===== src/tw_pkg.sv =====
// Package for the text window glyph writer: widths, codes, register map,
// structs shared between the front end, the job queue and the command back end.
// No dependencies.
package tw_pkg;

    // Framebuffer geometry
    localparam int BYTES_PER_LINE = 80;
    localparam int GLYPH_ROWS     = 16;

    // Field widths
    localparam int CHAR_W    = 8;
    localparam int COL_W     = 7;
    localparam int LINE_W    = 5;
    localparam int VOFF_W    = 16;
    localparam int ADDR_W    = 32;
    localparam int GROW_W    = (GLYPH_ROWS > 1) ? $clog2(GLYPH_ROWS) : 1;

    localparam logic [VOFF_W-1:0] LINE_BYTES_V = VOFF_W'(BYTES_PER_LINE * GLYPH_ROWS);
    localparam logic [VOFF_W-1:0] LINE_STEP_V  = VOFF_W'(BYTES_PER_LINE);
    localparam logic [GROW_W-1:0] GROW_LAST    = GROW_W'(GLYPH_ROWS - 1);

    localparam logic [CHAR_W-1:0] NEWLINE_CODE = CHAR_W'(10);

    // Command kinds
    localparam logic OP_COPY  = 1'b0;
    localparam logic OP_CLEAR = 1'b1;

    // APB register map
    localparam int APB_AW  = 5;
    localparam int APB_DW  = 32;
    localparam int REG_IW  = 3;
    localparam logic [REG_IW-1:0] REG_WIN_COL    = 3'd0;
    localparam logic [REG_IW-1:0] REG_WIN_ROW    = 3'd1;
    localparam logic [REG_IW-1:0] REG_WIN_WIDTH  = 3'd2;
    localparam logic [REG_IW-1:0] REG_WIN_HEIGHT = 3'd3;
    localparam logic [REG_IW-1:0] REG_FONT_BASE  = 3'd4;

    // Reset values
    localparam logic [COL_W-1:0]  RST_WIN_WIDTH  = COL_W'(40);
    localparam logic [LINE_W-1:0] RST_WIN_HEIGHT = LINE_W'(30);

    // Job queue
    localparam int Q_DEPTH = 2;
    localparam int Q_AW    = (Q_DEPTH > 1) ? $clog2(Q_DEPTH) : 1;
    localparam int Q_CW    = $clog2(Q_DEPTH + 1);

    typedef struct packed {
        logic [COL_W-1:0]  win_col;
        logic [LINE_W-1:0] win_row;
        logic [COL_W-1:0]  win_width;
        logic [LINE_W-1:0] win_height;
        logic [ADDR_W-1:0] font_base;
    } t_cfg;

    typedef struct packed {
        logic              do_copy;
        logic              do_clear;
        logic [VOFF_W-1:0] copy_voff;
        logic [ADDR_W-1:0] font_addr;
        logic [VOFF_W-1:0] clear_voff;
        logic [COL_W-1:0]  cursor_col;
        logic [LINE_W-1:0] cursor_row;
    } t_job;

    typedef struct packed {
        logic              op_kind;
        logic [VOFF_W-1:0] vram_offset;
        logic [ADDR_W-1:0] font_addr;
        logic [COL_W-1:0]  cursor_col;
        logic [LINE_W-1:0] cursor_row;
        logic              last;
    } t_cmd;

    typedef enum logic [1:0] {
        BK_IDLE,
        BK_COPY,
        BK_CLEAR
    } t_bk_state;

endpackage


===== src/tw_if.sv =====
// Valid/ready channel interfaces for characters in and commands out.
// Depends on tw_pkg.
interface tw_char_if import tw_pkg::*; ();
    logic              valid;
    logic              ready;
    logic [CHAR_W-1:0] char_code;

    modport source (output valid, output char_code, input ready);
    modport sink   (input valid, input char_code, output ready);
endinterface

interface tw_cmd_if import tw_pkg::*; ();
    logic              valid;
    logic              ready;
    logic              op_kind;
    logic [VOFF_W-1:0] vram_offset;
    logic [ADDR_W-1:0] font_addr;
    logic [COL_W-1:0]  cursor_col;
    logic [LINE_W-1:0] cursor_row;
    logic              last;

    modport source (output valid, output op_kind, output vram_offset, output font_addr,
                    output cursor_col, output cursor_row, output last, input ready);
    modport sink   (input valid, input op_kind, input vram_offset, input font_addr,
                    input cursor_col, input cursor_row, input last, output ready);
endinterface


===== src/tw_regs.sv =====
// APB register file holding the window geometry and font base.
// Depends on tw_pkg.
module tw_regs import tw_pkg::*; (
    input  logic              i_clk,
    input  logic              i_rst_n,
    input  logic              psel,
    input  logic              penable,
    input  logic              pwrite,
    input  logic [APB_AW-1:0] paddr,
    input  logic [APB_DW-1:0] pwdata,
    output logic [APB_DW-1:0] prdata,
    output logic              pready,
    output t_cfg              o_cfg
);

    t_cfg              r_cfg;
    logic              wr_en;
    logic [REG_IW-1:0] reg_idx;

    assign pready  = 1'b1;
    assign wr_en   = psel && penable && pwrite;
    assign reg_idx = paddr[APB_AW-1:2];
    assign o_cfg   = r_cfg;

    always_ff @(posedge i_clk) begin
        if (!i_rst_n) begin
            r_cfg.win_col    <= '0;
            r_cfg.win_row    <= '0;
            r_cfg.win_width  <= RST_WIN_WIDTH;
            r_cfg.win_height <= RST_WIN_HEIGHT;
            r_cfg.font_base  <= '0;
        end else if (wr_en) begin
            case (reg_idx)
                REG_WIN_COL:    r_cfg.win_col    <= pwdata[COL_W-1:0];
                REG_WIN_ROW:    r_cfg.win_row    <= pwdata[LINE_W-1:0];
                REG_WIN_WIDTH:  r_cfg.win_width  <= pwdata[COL_W-1:0];
                REG_WIN_HEIGHT: r_cfg.win_height <= pwdata[LINE_W-1:0];
                REG_FONT_BASE:  r_cfg.font_base  <= pwdata[ADDR_W-1:0];
                default: ;
            endcase
        end
    end

    always_comb begin
        case (reg_idx)
            REG_WIN_COL:    prdata = APB_DW'(r_cfg.win_col);
            REG_WIN_ROW:    prdata = APB_DW'(r_cfg.win_row);
            REG_WIN_WIDTH:  prdata = APB_DW'(r_cfg.win_width);
            REG_WIN_HEIGHT: prdata = APB_DW'(r_cfg.win_height);
            REG_FONT_BASE:  prdata = APB_DW'(r_cfg.font_base);
            default:        prdata = '0;
        endcase
    end

endmodule


===== src/tw_front.sv =====
// Front end: takes characters, keeps the cursor and turns each one but a
// bare newline into one job (copy and/or clear) for the queue. Depends on tw_pkg, tw_if.
module tw_front import tw_pkg::*; (
    input  logic      i_clk,
    input  logic      i_rst_n,
    tw_char_if.sink   i_char,
    input  t_cfg      i_cfg,
    input  logic      i_q_ready,
    output logic      o_push,
    output t_job      o_job
);

    logic [COL_W-1:0]  r_col,  n_col;
    logic [LINE_W-1:0] r_line, n_line;

    logic              accept;
    logic              is_nl;
    logic              wrap;
    logic              clr;
    logic [COL_W-1:0]  col_a,  col_b;
    logic [LINE_W-1:0] line_a, line_b;
    logic [LINE_W:0]   row_sum;

    assign i_char.ready = i_q_ready;
    assign accept       = i_char.valid && i_q_ready;

    always_comb begin
        is_nl  = (i_char.char_code == NEWLINE_CODE);
        col_a  = is_nl ? '0 : r_col + COL_W'(1);
        line_a = is_nl ? r_line + LINE_W'(1) : r_line;
        wrap   = (col_a >= i_cfg.win_width);
        col_b  = wrap ? '0 : col_a;
        line_b = wrap ? line_a + LINE_W'(1) : line_a;
        clr    = (line_b >= i_cfg.win_height);
        n_col  = clr ? '0 : col_b;
        n_line = clr ? '0 : line_b;
    end

    always_comb begin
        row_sum           = {1'b0, i_cfg.win_row} + {1'b0, r_line};
        o_job.do_copy     = !is_nl;
        o_job.do_clear    = clr;
        o_job.copy_voff   = VOFF_W'(row_sum) * LINE_BYTES_V + VOFF_W'(i_cfg.win_col)
                            + VOFF_W'(r_col);
        o_job.font_addr   = i_cfg.font_base
                            + ADDR_W'(i_char.char_code) * ADDR_W'(GLYPH_ROWS);
        o_job.clear_voff  = VOFF_W'(i_cfg.win_row) * LINE_BYTES_V
                            + VOFF_W'(i_cfg.win_col);
        o_job.cursor_col  = n_col;
        o_job.cursor_row  = n_line;
        // a bare newline only moves the cursor
        o_push            = accept && (!is_nl || clr);
    end

    always_ff @(posedge i_clk) begin
        if (!i_rst_n) begin
            r_col  <= '0;
            r_line <= '0;
        end else if (accept) begin
            r_col  <= n_col;
            r_line <= n_line;
        end
    end

endmodule


===== src/tw_queue.sv =====
// Short job queue between the front end and the command back end.
// Depends on tw_pkg.
module tw_queue import tw_pkg::*; (
    input  logic i_clk,
    input  logic i_rst_n,
    input  logic i_push,
    input  t_job i_job,
    output logic o_ready,
    input  logic i_pop,
    output logic o_valid,
    output t_job o_job
);

    t_job            r_mem [Q_DEPTH];
    logic [Q_AW-1:0] r_wr, r_rd;
    logic [Q_CW-1:0] r_count;
    logic            full;

    assign full    = (r_count == Q_CW'(Q_DEPTH));
    assign o_ready = !full;
    assign o_valid = (r_count != '0);
    assign o_job   = r_mem[r_rd];

    always_ff @(posedge i_clk) begin
        if (i_push) begin
            r_mem[r_wr] <= i_job;
        end
    end

    always_ff @(posedge i_clk) begin
        if (!i_rst_n) begin
            r_wr    <= '0;
            r_rd    <= '0;
            r_count <= '0;
        end else begin
            if (i_push) begin
                r_wr <= (r_wr == Q_AW'(Q_DEPTH - 1)) ? '0 : r_wr + Q_AW'(1);
            end
            if (i_pop) begin
                r_rd <= (r_rd == Q_AW'(Q_DEPTH - 1)) ? '0 : r_rd + Q_AW'(1);
            end
            case ({i_push, i_pop})
                2'b10:   r_count <= r_count + Q_CW'(1);
                2'b01:   r_count <= r_count - Q_CW'(1);
                default: ;
            endcase
        end
    end

    a_no_overflow: assert property (@(posedge i_clk) disable iff (!i_rst_n)
        i_push |-> !full)
        else $error("job pushed into full queue");

    a_no_underflow: assert property (@(posedge i_clk) disable iff (!i_rst_n)
        i_pop |-> o_valid)
        else $error("job popped from empty queue");

endmodule


===== src/tw_back.sv =====
// Back end: sequences each job into glyph-row copy commands, a window clear or
// both, through an output register. Depends on tw_pkg, tw_if.
module tw_back import tw_pkg::*; (
    input  logic      i_clk,
    input  logic      i_rst_n,
    input  logic      i_q_valid,
    input  t_job      i_job,
    output logic      o_pop,
    tw_cmd_if.source  o_cmd
);

    t_bk_state         r_state, n_state;
    t_job              r_job;
    logic [GROW_W-1:0] r_idx;
    logic [VOFF_W-1:0] r_voff;
    logic [ADDR_W-1:0] r_faddr;
    t_cmd              r_out;
    logic              r_out_valid;

    logic              advance;
    logic              emit;
    logic              copy_last;
    logic              item_last;
    t_cmd              item;
    t_bk_state         load_state;

    assign advance    = !r_out_valid || o_cmd.ready;
    assign copy_last  = (r_idx == GROW_LAST);
    assign load_state = i_job.do_copy ? BK_COPY : BK_CLEAR;

    // outputs of the sequencer
    always_comb begin
        emit      = advance && (r_state != BK_IDLE);
        item_last = (r_state == BK_CLEAR) || (copy_last && !r_job.do_clear);
        o_pop     = i_q_valid && ((r_state == BK_IDLE) || (emit && item_last));

        item.cursor_col = r_job.cursor_col;
        item.cursor_row = r_job.cursor_row;
        item.last       = item_last;
        if (r_state == BK_CLEAR) begin
            item.op_kind     = OP_CLEAR;
            item.vram_offset = r_job.clear_voff;
            item.font_addr   = '0;
        end else begin
            item.op_kind     = OP_COPY;
            item.vram_offset = r_voff;
            item.font_addr   = r_faddr;
        end
    end

    // next state
    always_comb begin
        n_state = r_state;
        case (r_state)
            BK_IDLE: begin
                if (o_pop) n_state = load_state;
            end
            BK_COPY: begin
                if (emit && copy_last) begin
                    if (r_job.do_clear) n_state = BK_CLEAR;
                    else if (o_pop)     n_state = load_state;
                    else                n_state = BK_IDLE;
                end
            end
            BK_CLEAR: begin
                if (emit) n_state = o_pop ? load_state : BK_IDLE;
            end
            default: n_state = BK_IDLE;
        endcase
    end

    always_ff @(posedge i_clk) begin
        if (!i_rst_n) begin
            r_state     <= BK_IDLE;
            r_out_valid <= 1'b0;
        end else begin
            r_state <= n_state;
            if (emit) begin
                r_out_valid <= 1'b1;
            end else if (o_cmd.ready) begin
                r_out_valid <= 1'b0;
            end
        end
    end

    // job payload and running addresses
    always_ff @(posedge i_clk) begin
        if (o_pop) begin
            r_job   <= i_job;
            r_idx   <= '0;
            r_voff  <= i_job.copy_voff;
            r_faddr <= i_job.font_addr;
        end else if (emit && (r_state == BK_COPY)) begin
            r_idx   <= r_idx + GROW_W'(1);
            r_voff  <= r_voff + LINE_STEP_V;
            r_faddr <= r_faddr + ADDR_W'(1);
        end
        if (emit) begin
            r_out <= item;
        end
    end

    assign o_cmd.valid       = r_out_valid;
    assign o_cmd.op_kind     = r_out.op_kind;
    assign o_cmd.vram_offset = r_out.vram_offset;
    assign o_cmd.font_addr   = r_out.font_addr;
    assign o_cmd.cursor_col  = r_out.cursor_col;
    assign o_cmd.cursor_row  = r_out.cursor_row;
    assign o_cmd.last        = r_out.last;

    a_clear_is_last: assert property (@(posedge i_clk) disable iff (!i_rst_n)
        (r_out_valid && (r_out.op_kind == OP_CLEAR)) |-> r_out.last)
        else $error("clear command not marked last");

    a_job_continues: assert property (@(posedge i_clk) disable iff (!i_rst_n)
        (r_out_valid && o_cmd.ready && !r_out.last) |=> r_out_valid)
        else $error("gap inside a character's command burst");

    a_idle_drained: assert property (@(posedge i_clk) disable iff (!i_rst_n)
        (r_state == BK_IDLE) |-> !emit)
        else $error("command emitted with no job");

endmodule


===== src/text_window_glyph_writer.sv =====
// Text window glyph writer. Each printed character becomes sixteen glyph-row
// copy commands, one per clock from the back-end sequencer while the command
// output is not stalled, followed by a window clear when the cursor runs off
// the bottom; that sequencer sets the sustained rate. A bare newline produces
// no command. A two-entry job queue lets the character input run ahead of the
// command output. Configure only while idle; registers sit at 4*index on APB.
module text_window_glyph_writer import tw_pkg::*; (
    input  logic              i_clk,
    input  logic              i_rst_n,
    tw_char_if.sink           i_char,
    tw_cmd_if.source          o_cmd,
    input  logic              psel,
    input  logic              penable,
    input  logic              pwrite,
    input  logic [APB_AW-1:0] paddr,
    input  logic [APB_DW-1:0] pwdata,
    output logic [APB_DW-1:0] prdata,
    output logic              pready
);

    t_cfg cfg;
    t_job push_job, pop_job;
    logic push, q_ready, q_valid, pop;

    tw_regs u_regs (
        .i_clk   (i_clk),
        .i_rst_n (i_rst_n),
        .psel    (psel),
        .penable (penable),
        .pwrite  (pwrite),
        .paddr   (paddr),
        .pwdata  (pwdata),
        .prdata  (prdata),
        .pready  (pready),
        .o_cfg   (cfg)
    );

    tw_front u_front (
        .i_clk     (i_clk),
        .i_rst_n   (i_rst_n),
        .i_char    (i_char),
        .i_cfg     (cfg),
        .i_q_ready (q_ready),
        .o_push    (push),
        .o_job     (push_job)
    );

    tw_queue u_queue (
        .i_clk   (i_clk),
        .i_rst_n (i_rst_n),
        .i_push  (push),
        .i_job   (push_job),
        .o_ready (q_ready),
        .i_pop   (pop),
        .o_valid (q_valid),
        .o_job   (pop_job)
    );

    tw_back u_back (
        .i_clk     (i_clk),
        .i_rst_n   (i_rst_n),
        .i_q_valid (q_valid),
        .i_job     (pop_job),
        .o_pop     (pop),
        .o_cmd     (o_cmd)
    );

endmodule


===== src/flat_wrapper.sv =====
// flat-port wrapper written by rule: the top's interface ports become plain ports
module text_window_glyph_writer_flat import tw_pkg::*;
  (i_clk, i_rst_n, psel, penable, pwrite, paddr, pwdata, prdata, pready, i_char_valid, i_char_char_code, i_char_ready, o_cmd_valid, o_cmd_op_kind, o_cmd_vram_offset, o_cmd_font_addr, o_cmd_cursor_col, o_cmd_cursor_row, o_cmd_last, o_cmd_ready);
  tw_char_if i_char_i ();
  tw_cmd_if o_cmd_i ();
  input  logic i_clk;
  input  logic i_rst_n;
  input  logic psel;
  input  logic penable;
  input  logic pwrite;
  input  logic [APB_AW-1:0] paddr;
  input  logic [APB_DW-1:0] pwdata;
  output logic [APB_DW-1:0] prdata;
  output logic pready;
  input wire logic [$bits(i_char_i.valid)-1:0] i_char_valid;
  input wire logic [$bits(i_char_i.char_code)-1:0] i_char_char_code;
  output wire logic [$bits(i_char_i.ready)-1:0] i_char_ready;
  output wire logic [$bits(o_cmd_i.valid)-1:0] o_cmd_valid;
  output wire logic [$bits(o_cmd_i.op_kind)-1:0] o_cmd_op_kind;
  output wire logic [$bits(o_cmd_i.vram_offset)-1:0] o_cmd_vram_offset;
  output wire logic [$bits(o_cmd_i.font_addr)-1:0] o_cmd_font_addr;
  output wire logic [$bits(o_cmd_i.cursor_col)-1:0] o_cmd_cursor_col;
  output wire logic [$bits(o_cmd_i.cursor_row)-1:0] o_cmd_cursor_row;
  output wire logic [$bits(o_cmd_i.last)-1:0] o_cmd_last;
  input wire logic [$bits(o_cmd_i.ready)-1:0] o_cmd_ready;
  assign i_char_i.valid = i_char_valid;
  assign i_char_i.char_code = i_char_char_code;
  assign i_char_ready = i_char_i.ready;
  assign o_cmd_valid = o_cmd_i.valid;
  assign o_cmd_op_kind = o_cmd_i.op_kind;
  assign o_cmd_vram_offset = o_cmd_i.vram_offset;
  assign o_cmd_font_addr = o_cmd_i.font_addr;
  assign o_cmd_cursor_col = o_cmd_i.cursor_col;
  assign o_cmd_cursor_row = o_cmd_i.cursor_row;
  assign o_cmd_last = o_cmd_i.last;
  assign o_cmd_i.ready = o_cmd_ready;
  text_window_glyph_writer u_core (.i_clk(i_clk), .i_rst_n(i_rst_n), .i_char(i_char_i), .o_cmd(o_cmd_i), .psel(psel), .penable(penable), .pwrite(pwrite), .paddr(paddr), .pwdata(pwdata), .prdata(prdata), .pready(pready));
endmodule

===== config.mk =====
export PLATFORM = sky130hd
export DESIGN_NAME = text_window_glyph_writer_flat
export DESIGN_NICKNAME = d
export VERILOG_FILES = /design/src/tw_pkg.sv /design/src/tw_if.sv /design/src/tw_regs.sv /design/src/tw_front.sv /design/src/tw_queue.sv /design/src/tw_back.sv /design/src/text_window_glyph_writer.sv /design/src/flat_wrapper.sv
export SDC_FILE = /design/constraint.sdc
export NUM_CORES = 1
export LEC_CHECK = 0
export BUFFER_PORTS_ARGS = -buffer_cell sky130_fd_sc_hd__buf_2
export CORE_ASPECT_RATIO = 0.8
export CORE_MARGIN = 5
export CORE_UTILIZATION = 35
export DETAILED_ROUTE_END_ITERATION = 10
export SYNTH_ARGS = -nofsm -noshare
export SYNTH_HDL_FRONTEND = slang
export SYNTH_SLANG_ARGS = --single-unit

===== constraint.sdc =====
create_clock -name i_clk -period 20.1 [get_ports i_clk]
set_input_delay 3.015 -clock i_clk [delete_from_list [all_inputs] [get_ports i_clk]]
set_output_delay 3.015 -clock i_clk [all_outputs]
set_load 0.05 [all_outputs]

==> results.json, run 1 <==
{
  "synthAdderAreaFrac_pct": 4.52,
  "max_stage_delay_ps": 760,
  "grt_pass1_wl_mm": 59.3,
  "cts_hold_buf": 0,
  "startpoint_type": "input pin",
  "status": "finished clean",
  "crit_chain": "buf_2 > or4_4 > nor2_4 > inv_1 > and2_1 > ha_1 > nand2_1 > o21ai_0 > a31o_2 > nand2_1 > xnor2_1 > inv_1 > ha_1 > a21o_1 > a31oi_1 > o21ai_1 > buf_4 > o21ai_2 > nor2_4 > buf_4",
  "syn_area_mm2": 0.0169,
  "ant_nets": 0,
  "die_area_mm2": 0.0528,
  "post_synth.cell_area_avg_um2": 12.3,
  "yosys_warnings": 0,
  "io-pin-count": 149,
  "num_rows": 72,
  "drt_iter0_markers": 635,
  "wirelength_mm": 38.4,
  "drc": 0,
  "die_h_um": 206,
  "grt_antenna_before_repair": 1,
  "htreeDepth": 2,
  "endpoint_kind": "register",
  "stdcell_count": 2177,
  "synth-simple-area-share_pct": 13.2,
  "synth_top_family_by_area": "simple AND/OR/NAND/NOR gates",
  "skew_ps": 23.2,
  "finalHoldViolations": 0,
  "area_growth_pct": 17.0,
  "avgRoutedWirePerCell_um": 17.6,
  "path_clk_slew_ps": 60,
  "p_per_area_mw_per_mm2": 137,
  "hold_path_class": "reg -> reg",
  "muxShareOfSynthArea_pct": 6.10,
  "final_cell_mix": "edfxtp_1 (292), buf_2 (145), nand2_1 (136), a21oi_1 (101), nor2_1 (88)",
  "initial_utilization_pct": 35.2,
  "ir_drop_v": 0.0000773,
  "ys_seq_area_share_pct": 61.4,
  "worstPathArrival_ps": 8370,
  "clock_sinks": 372,
  "fin_crit_sh_pct": 40.7,
  "fmax_mhz": 122,
  "grt_overflow": 0,
  "cp.required_ps": 20280,
  "synth_compound_area_share_pct": 7.50,
  "maxCapViolCount": 0,
  "ys_ff_latch": 372,
  "hold_ws_ps": 416,
  "die_x_um": 256,
  "first_pass_iters": 5,
  "root_buffer": "clkbuf_16",
  "fin_nets": 1626,
  "synth_top_area_share_pct": 51.9,
  "cts_buffers": 42,
  "synthesis.nets": 1487,
  "n_antenna_cell": 0,
  "path_delay_family": "simple AND/OR/NAND/NOR gates",
  "fin_util_pct": 41.1,
  "synth_xor_xnor_area_share_pct": 4.93,
  "rsz0062_at_grt": "false",
  "p_leak_nw": 7.44,
  "synth_cells": 1377,
  "crit_type": "in -> reg",
  "setup_viol": 0,
  "crit_buf_inv": 5,
  "worstMarginPinSlew_ps": 1140,
  "cts_resized": 0,
  "clock_path_buffers": 3,
  "synthTopCellsByArea": "edfxtp_1 (52%), dfxtp_1 (9.5%), ha_1 (3.9%), nand2_1 (3.0%), a21oi_1 (3.0%)",
  "synth_edf_count": 292,
  "dpl.hpwl_mm": 26.9,
  "grt_use_total_pct": 14.1,
  "finalSetupTns_ps": 0,
  "grt_max_degree": 71,
  "relSlewSlack_pct": 24.0,
  "via_count": 10621,
  "drive_gt1_share_pct": 18.7,
  "final_common_cell": "edfxtp_1",
  "cp_max_fo": 64,
  "synth_top_cell_by_area": "edfxtp_1",
  "clock_latency_ps": 560,
  "via_per_inst": 4.88,
  "finalCriticalPeriod_ps": 8190,
  "place.gp.congestion": 0.832,
  "cts_tree": "built",
  "async_flop_share_pct": 0,
  "cts_setup_buffers": 0,
  "grt_pass1_vias": 10059,
  "num-fill-cells": 4470,
  "slowest_stage": "buf_4",
  "synth_flop_cell": "edfxtp_1",
  "ys_types": 68,
  "dpl.cell_count": 2101,
  "core_mm2": 0.0480,
  "slew_viol_final": 0,
  "portBuffers": 145,
  "p_total_mw": 2.71
}
-- synthesized netlist by cell type (all sizes together), types with 7 or more instances --
cell	instances
edfxtp	292
nand2	137
a21oi	101
nor2	93
dfxtp	80
and2	59
ha	53
clkbuf	51
xnor2	51
mux2i	49
mux2	44
xor2	44
nor2b	40
nand3	38
o21ai	36
inv	35
a211oi	31
nor3	18
and3	14
buf	11
nand4	11
a21o	9
nor4	8
o21a	7
or3	7
-- kinds of logic (layout without fill, tap and decap cells) --
logic type	count (synthesis)	in the layout
AOI/OAI and AO/OA	211	211
xor gates and xnor gates	95	95
adders and majority gates	58	58
buffers and inverters	99	270
DFF	372	372
muxes	95	95
other	1	1
and+or+nand+nor	446	446
-- per-layer routing --
metal,track usage (%),up-vias,wire (um)
met5,0,-,11
met1,22.6,5078,20400
met2,19.2,230,15100
li1,-,5262,-
met3,3.43,49,2250
met4,3.01,2,592
-- metrics by stage --
step / worst slack (ps) / area [um^2]
2_1_floorplan: 9630 / 16900
3_3_place_gp: 11380 / 18300
3_5_place_dp: 11370 / 18300
4_1_cts: 11920 / 19800
5_1_grt: 11570 / 19800
6_report: 11910 / 19800
-- power breakdown --
group | internal (mW) | switching (mW)
Combinational | 0.206 | 0.487
Clock | 0.498 | 0.305
Sequential | 1.10 | 0.109
-- registers in the layout, summed over array words and instances, names as in the netlist, 7 cells and up, named ones only --
signal / cells
u_core.u_front.r_col: 7
u_core.u_back.r_voff: 16
u_core.u_regs.o_cfg: 56
u_core.u_back.o_cmd.vram_offset: 16
u_core.u_back.o_cmd.font_addr: 32
u_core.u_back.item: 12
u_core.u_back.r_faddr: 32
u_core.u_back.o_cmd.cursor_col: 7
u_core.u_back.r_job: 16
u_core.u_queue.r_mem: 154
-- layout make-up --
cell class                 instances  area (um^2)  share of cell area, %
sequential                       372        10400                   52.5
clock inverter                    23          315                   1.60
multi-input combinational        906         6170                   31.2
inverter                          37          139                  0.703
timing repair buffer             157          816                   4.13
tap                              629          787                   3.98
clock buffer                      53         1150                   5.84
-- final timing paths --
| check | from | cells after the start | slack (ps) | to |
|---|---|---|---|---|
| max | i_char_char_code[4] | 20 | 11910 | u_core.u_queue.r_mem[0][55] |
| min | u_core.u_back.item[6] | 0 | 420 | u_core.u_back.o_cmd.cursor_col[0] |
| max reg2reg | u_core.u_front.r_col[0] | 19 | 14730 | u_core.u_queue.r_mem[0][55] |
| min reg2reg | u_core.u_back.item[6] | 0 | 420 | u_core.u_back.o_cmd.cursor_col[0] |
Power figures use the tool's default switching activity.
==> run 2, diff against run 1 <==
--- a/config.mk
+++ b/config.mk
@@ -5,6 +5,7 @@
 export SDC_FILE = /design/constraint.sdc
 export NUM_CORES = 1
 export LEC_CHECK = 0
+export ABC_AREA = 1
 export BUFFER_PORTS_ARGS = -buffer_cell sky130_fd_sc_hd__buf_2
 export CORE_ASPECT_RATIO = 0.8
 export CORE_MARGIN = 5
==> constraint.sdc (replaced) <==
create_clock -name i_clk -period 7 [get_ports i_clk]
set_input_delay 1.05 -clock i_clk [delete_from_list [all_inputs] [get_ports i_clk]]
set_output_delay 1.05 -clock i_clk [all_outputs]
set_load 0.05 [all_outputs]
==> run 2 against run 1 <==
Cell count is 16% higher. Combinational power grew to 3.5 times the previous value. Power grew to 3.0 times the previous value. Setup slack worse by 9900 ps. Synthesized cell count is 24% higher. Non-clock buffer count is 2 lower. Sequential share of layout area is 0.20 points lower. Global-route usage is 1.5 points higher. Critical path type unchanged. Critical endpoint is now u_core.u_queue.r_mem[1][53]. Largest power group unchanged.
==> results.json, run 2 <==
{
  "fin_nets": 1965,
  "finalCriticalPeriod_ps": 5030,
  "skew_ps": 14.6,
  "via_count": 12184,
  "initial_utilization_pct": 35.4,
  "first_pass_iters": 5,
  "grt_pass1_vias": 12004,
  "hold_path_class": "reg -> reg",
  "clock_latency_ps": 560,
  "cp_max_fo": 48,
  "portBuffers": 145,
  "grt_use_total_pct": 15.7,
  "drc": 0,
  "synth_edf_count": 292,
  "path_delay_family": "simple AND/OR/NAND/NOR gates",
  "placed_cell_area_mm2": 0.0185,
  "crit_buf_inv": 7,
  "fin_crit_sh_pct": 71.8,
  "yosys.cell_count.top_type": "nand2_1",
  "cts_setup_buffers": 0,
  "yosys_warnings": 0,
  "syn_area_mm2": 0.0171,
  "synthTopCellsByArea": "edfxtp_1 (51%), dfxtp_1 (9.4%), nand2_1 (9.0%), inv_1 (4.0%), ha_1 (3.9%)",
  "dpl.hpwl_mm": 30.2,
  "io-pin-count": 149,
  "finalSetupTns_ps": 0,
  "num-fill-cells": 4655,
  "synth_cells": 1709,
  "ys_ff_latch": 372,
  "endpoint_kind": "register",
  "final_cell_mix": "nand2_1 (410), edfxtp_1 (292), inv_1 (179), nor2_1 (166), buf_2 (145)",
  "dpl.cell_count": 2440,
  "drt_iter0_markers": 926,
  "post_synth.cell_area_avg_um2": 10.0,
  "pre_cts_slack_ps": 1380,
  "ant_nets": 0,
  "wirelength_mm": 42.4,
  "cts_buffers": 42,
  "relSlewSlack_pct": 23.0,
  "max_stage_delay_ps": 520,
  "slowest_stage": "inv_2",
  "ys_seq_area_share_pct": 60.6,
  "hold_ws_ps": 414,
  "num_rows": 72,
  "setup_viol": 0,
  "htreeDepth": 2,
  "slew_viol_final": 0,
  "maxCapViolCount": 0,
  "ys_types": 50,
  "worstPathArrival_ps": 5260,
  "crit_type": "in -> reg",
  "async_flop_share_pct": 0,
  "largest_reg_flops": 154,
  "cts_hold_buf": 0,
  "final_common_cell": "nand2_1",
  "worstMarginPinSlew_ps": 1150,
  "path_clk_slew_ps": 60,
  "largest_register": "u_core.u_queue.r_mem",
  "cpMostUsedCell": "nand2_1",
  "cts_tree": "built",
  "grt_overflow": 0,
  "die_h_um": 208,
  "place.gp.congestion": 0.890,
  "drive_gt1_share_pct": 13.5,
  "die_area_mm2": 0.0535,
  "via_per_inst": 4.84,
  "p_per_area_mw_per_mm2": 410,
  "grt_antenna_before_repair": 1,
  "worst_slack_ps": 1970,
  "startpoint_type": "input pin",
  "synth_flop_cell": "edfxtp_1",
  "core_mm2": 0.0484,
  "holdPathStages": 0,
  "die_x_um": 257,
  "grt_max_degree": 79,
  "synth.top_cells.by_count": "nand2_1 (411), edfxtp_1 (292), inv_1 (181)",
  "status": "finished clean",
  "reg2reg_depth": 24,
  "rsz0062_at_grt": "false",
  "area_growth_pct": 15.8,
  "avgRoutedWirePerCell_um": 16.9,
  "stdcell_count": 2517,
  "ir_drop_v": 0.000199,
  "p_leak_nw": 8.29,
  "fmax_mhz": 199,
  "root_buffer": "clkbuf_16",
  "synth_top_cell_by_area": "edfxtp_1",
  "cts_resized": 0,
  "synthesis.nets": 1819,
  "stdcell_area_mm2": 0.0198,
  "finalHoldViolations": 0,
  "synth_top_area_share_pct": 51.2,
  "worst-path-stages": 26,
  "clock_path_buffers": 3,
  "cp.required_ps": 7230,
  "grt_pass1_wl_mm": 67.4,
  "clock_sinks": 372
}
==> run 2: cell count changes after synthesis, moves of 20 or more <==
cell and delta:
o21ai_0 +58, nor2_1 +76, xnor2_1 -42, nand2_1 +274, a211oi_1 -31, mux2i_1 -48
clkbuf_1 -20, and2_1 -59, inv_1 +147, nor2b_1 -40, mux2_2 -44
==> run 2: worst paths after layout <==
| path | startpoint | to | slack (ps) |
|---|---|---|---|
| setup / recovery | i_char_char_code[4] | u_core.u_queue.r_mem[1][53] | 1970 |
| hold / removal | u_core.u_back.item[12] | u_core.u_back.o_cmd.cursor_col[6] | 410 |
| setup reg to reg | u_core.u_front.r_col[1] | u_core.u_queue.r_mem[1][53] | 2170 |
| hold reg to reg | u_core.u_back.item[12] | u_core.u_back.o_cmd.cursor_col[6] | 410 |
==> run 2: final cells by class <==
class / count / area [um^2] / area share (%)
Sequential cell: 372 / 10400 / 52.3
Inverter: 187 / 702 / 3.54
Clock buffer: 56 / 1150 / 5.82
Tap cell: 629 / 787 / 3.97
Antenna cell: 1 / 2.50 / 0.0126
Timing Repair Buffer: 155 / 813 / 4.10
Clock inverter: 20 / 163 / 0.820
Multi-Input combinational cell: 1097 / 5830 / 29.4
==> run 2: layer usage <==
metal	share of wire, %	vias to the layer above	track usage, %
met1	50	5732	24.1
li1	-	6042	-
met2	42	342	22.7
met5	0	-	0
met3	5.3	68	2.29
met4	2.6	0	5.21
==> run 2: metrics by stage <==
| step | power (mW) | util [%] |
|---|---|---|
| 3_5_place_dp | 6.09 | 38.3 |
| 5_1_grt | 8.61 | 41.0 |
| 4_1_cts | 8.23 | 41.0 |
| 3_3_place_gp | 6.04 | 38.3 |
| 2_1_floorplan | 5.35 | - |
| 6_report | 8.13 | 41.0 |
==> run 2: cell families (layout without fill, tap and decap cells) <==
logic type	after synthesis	in the layout	synth area share [%]
and+or+nand+nor	702	702	17.1
DFF	372	372	60.6
AOI/OAI and AO/OA	266	266	8.76
buffers and inverters	240	418	5.48
xor gates and xnor gates	69	69	3.53
adders and majority gates	58	58	4.46
other	1	2	0.0219
muxes	1	1	0.0585
==> run 2: power breakdown <==
group / switching [mW] / internal (mW)
registers: 0.320 / 3.28
logic: 1.80 / 0.612
clock network: 0.875 / 1.23
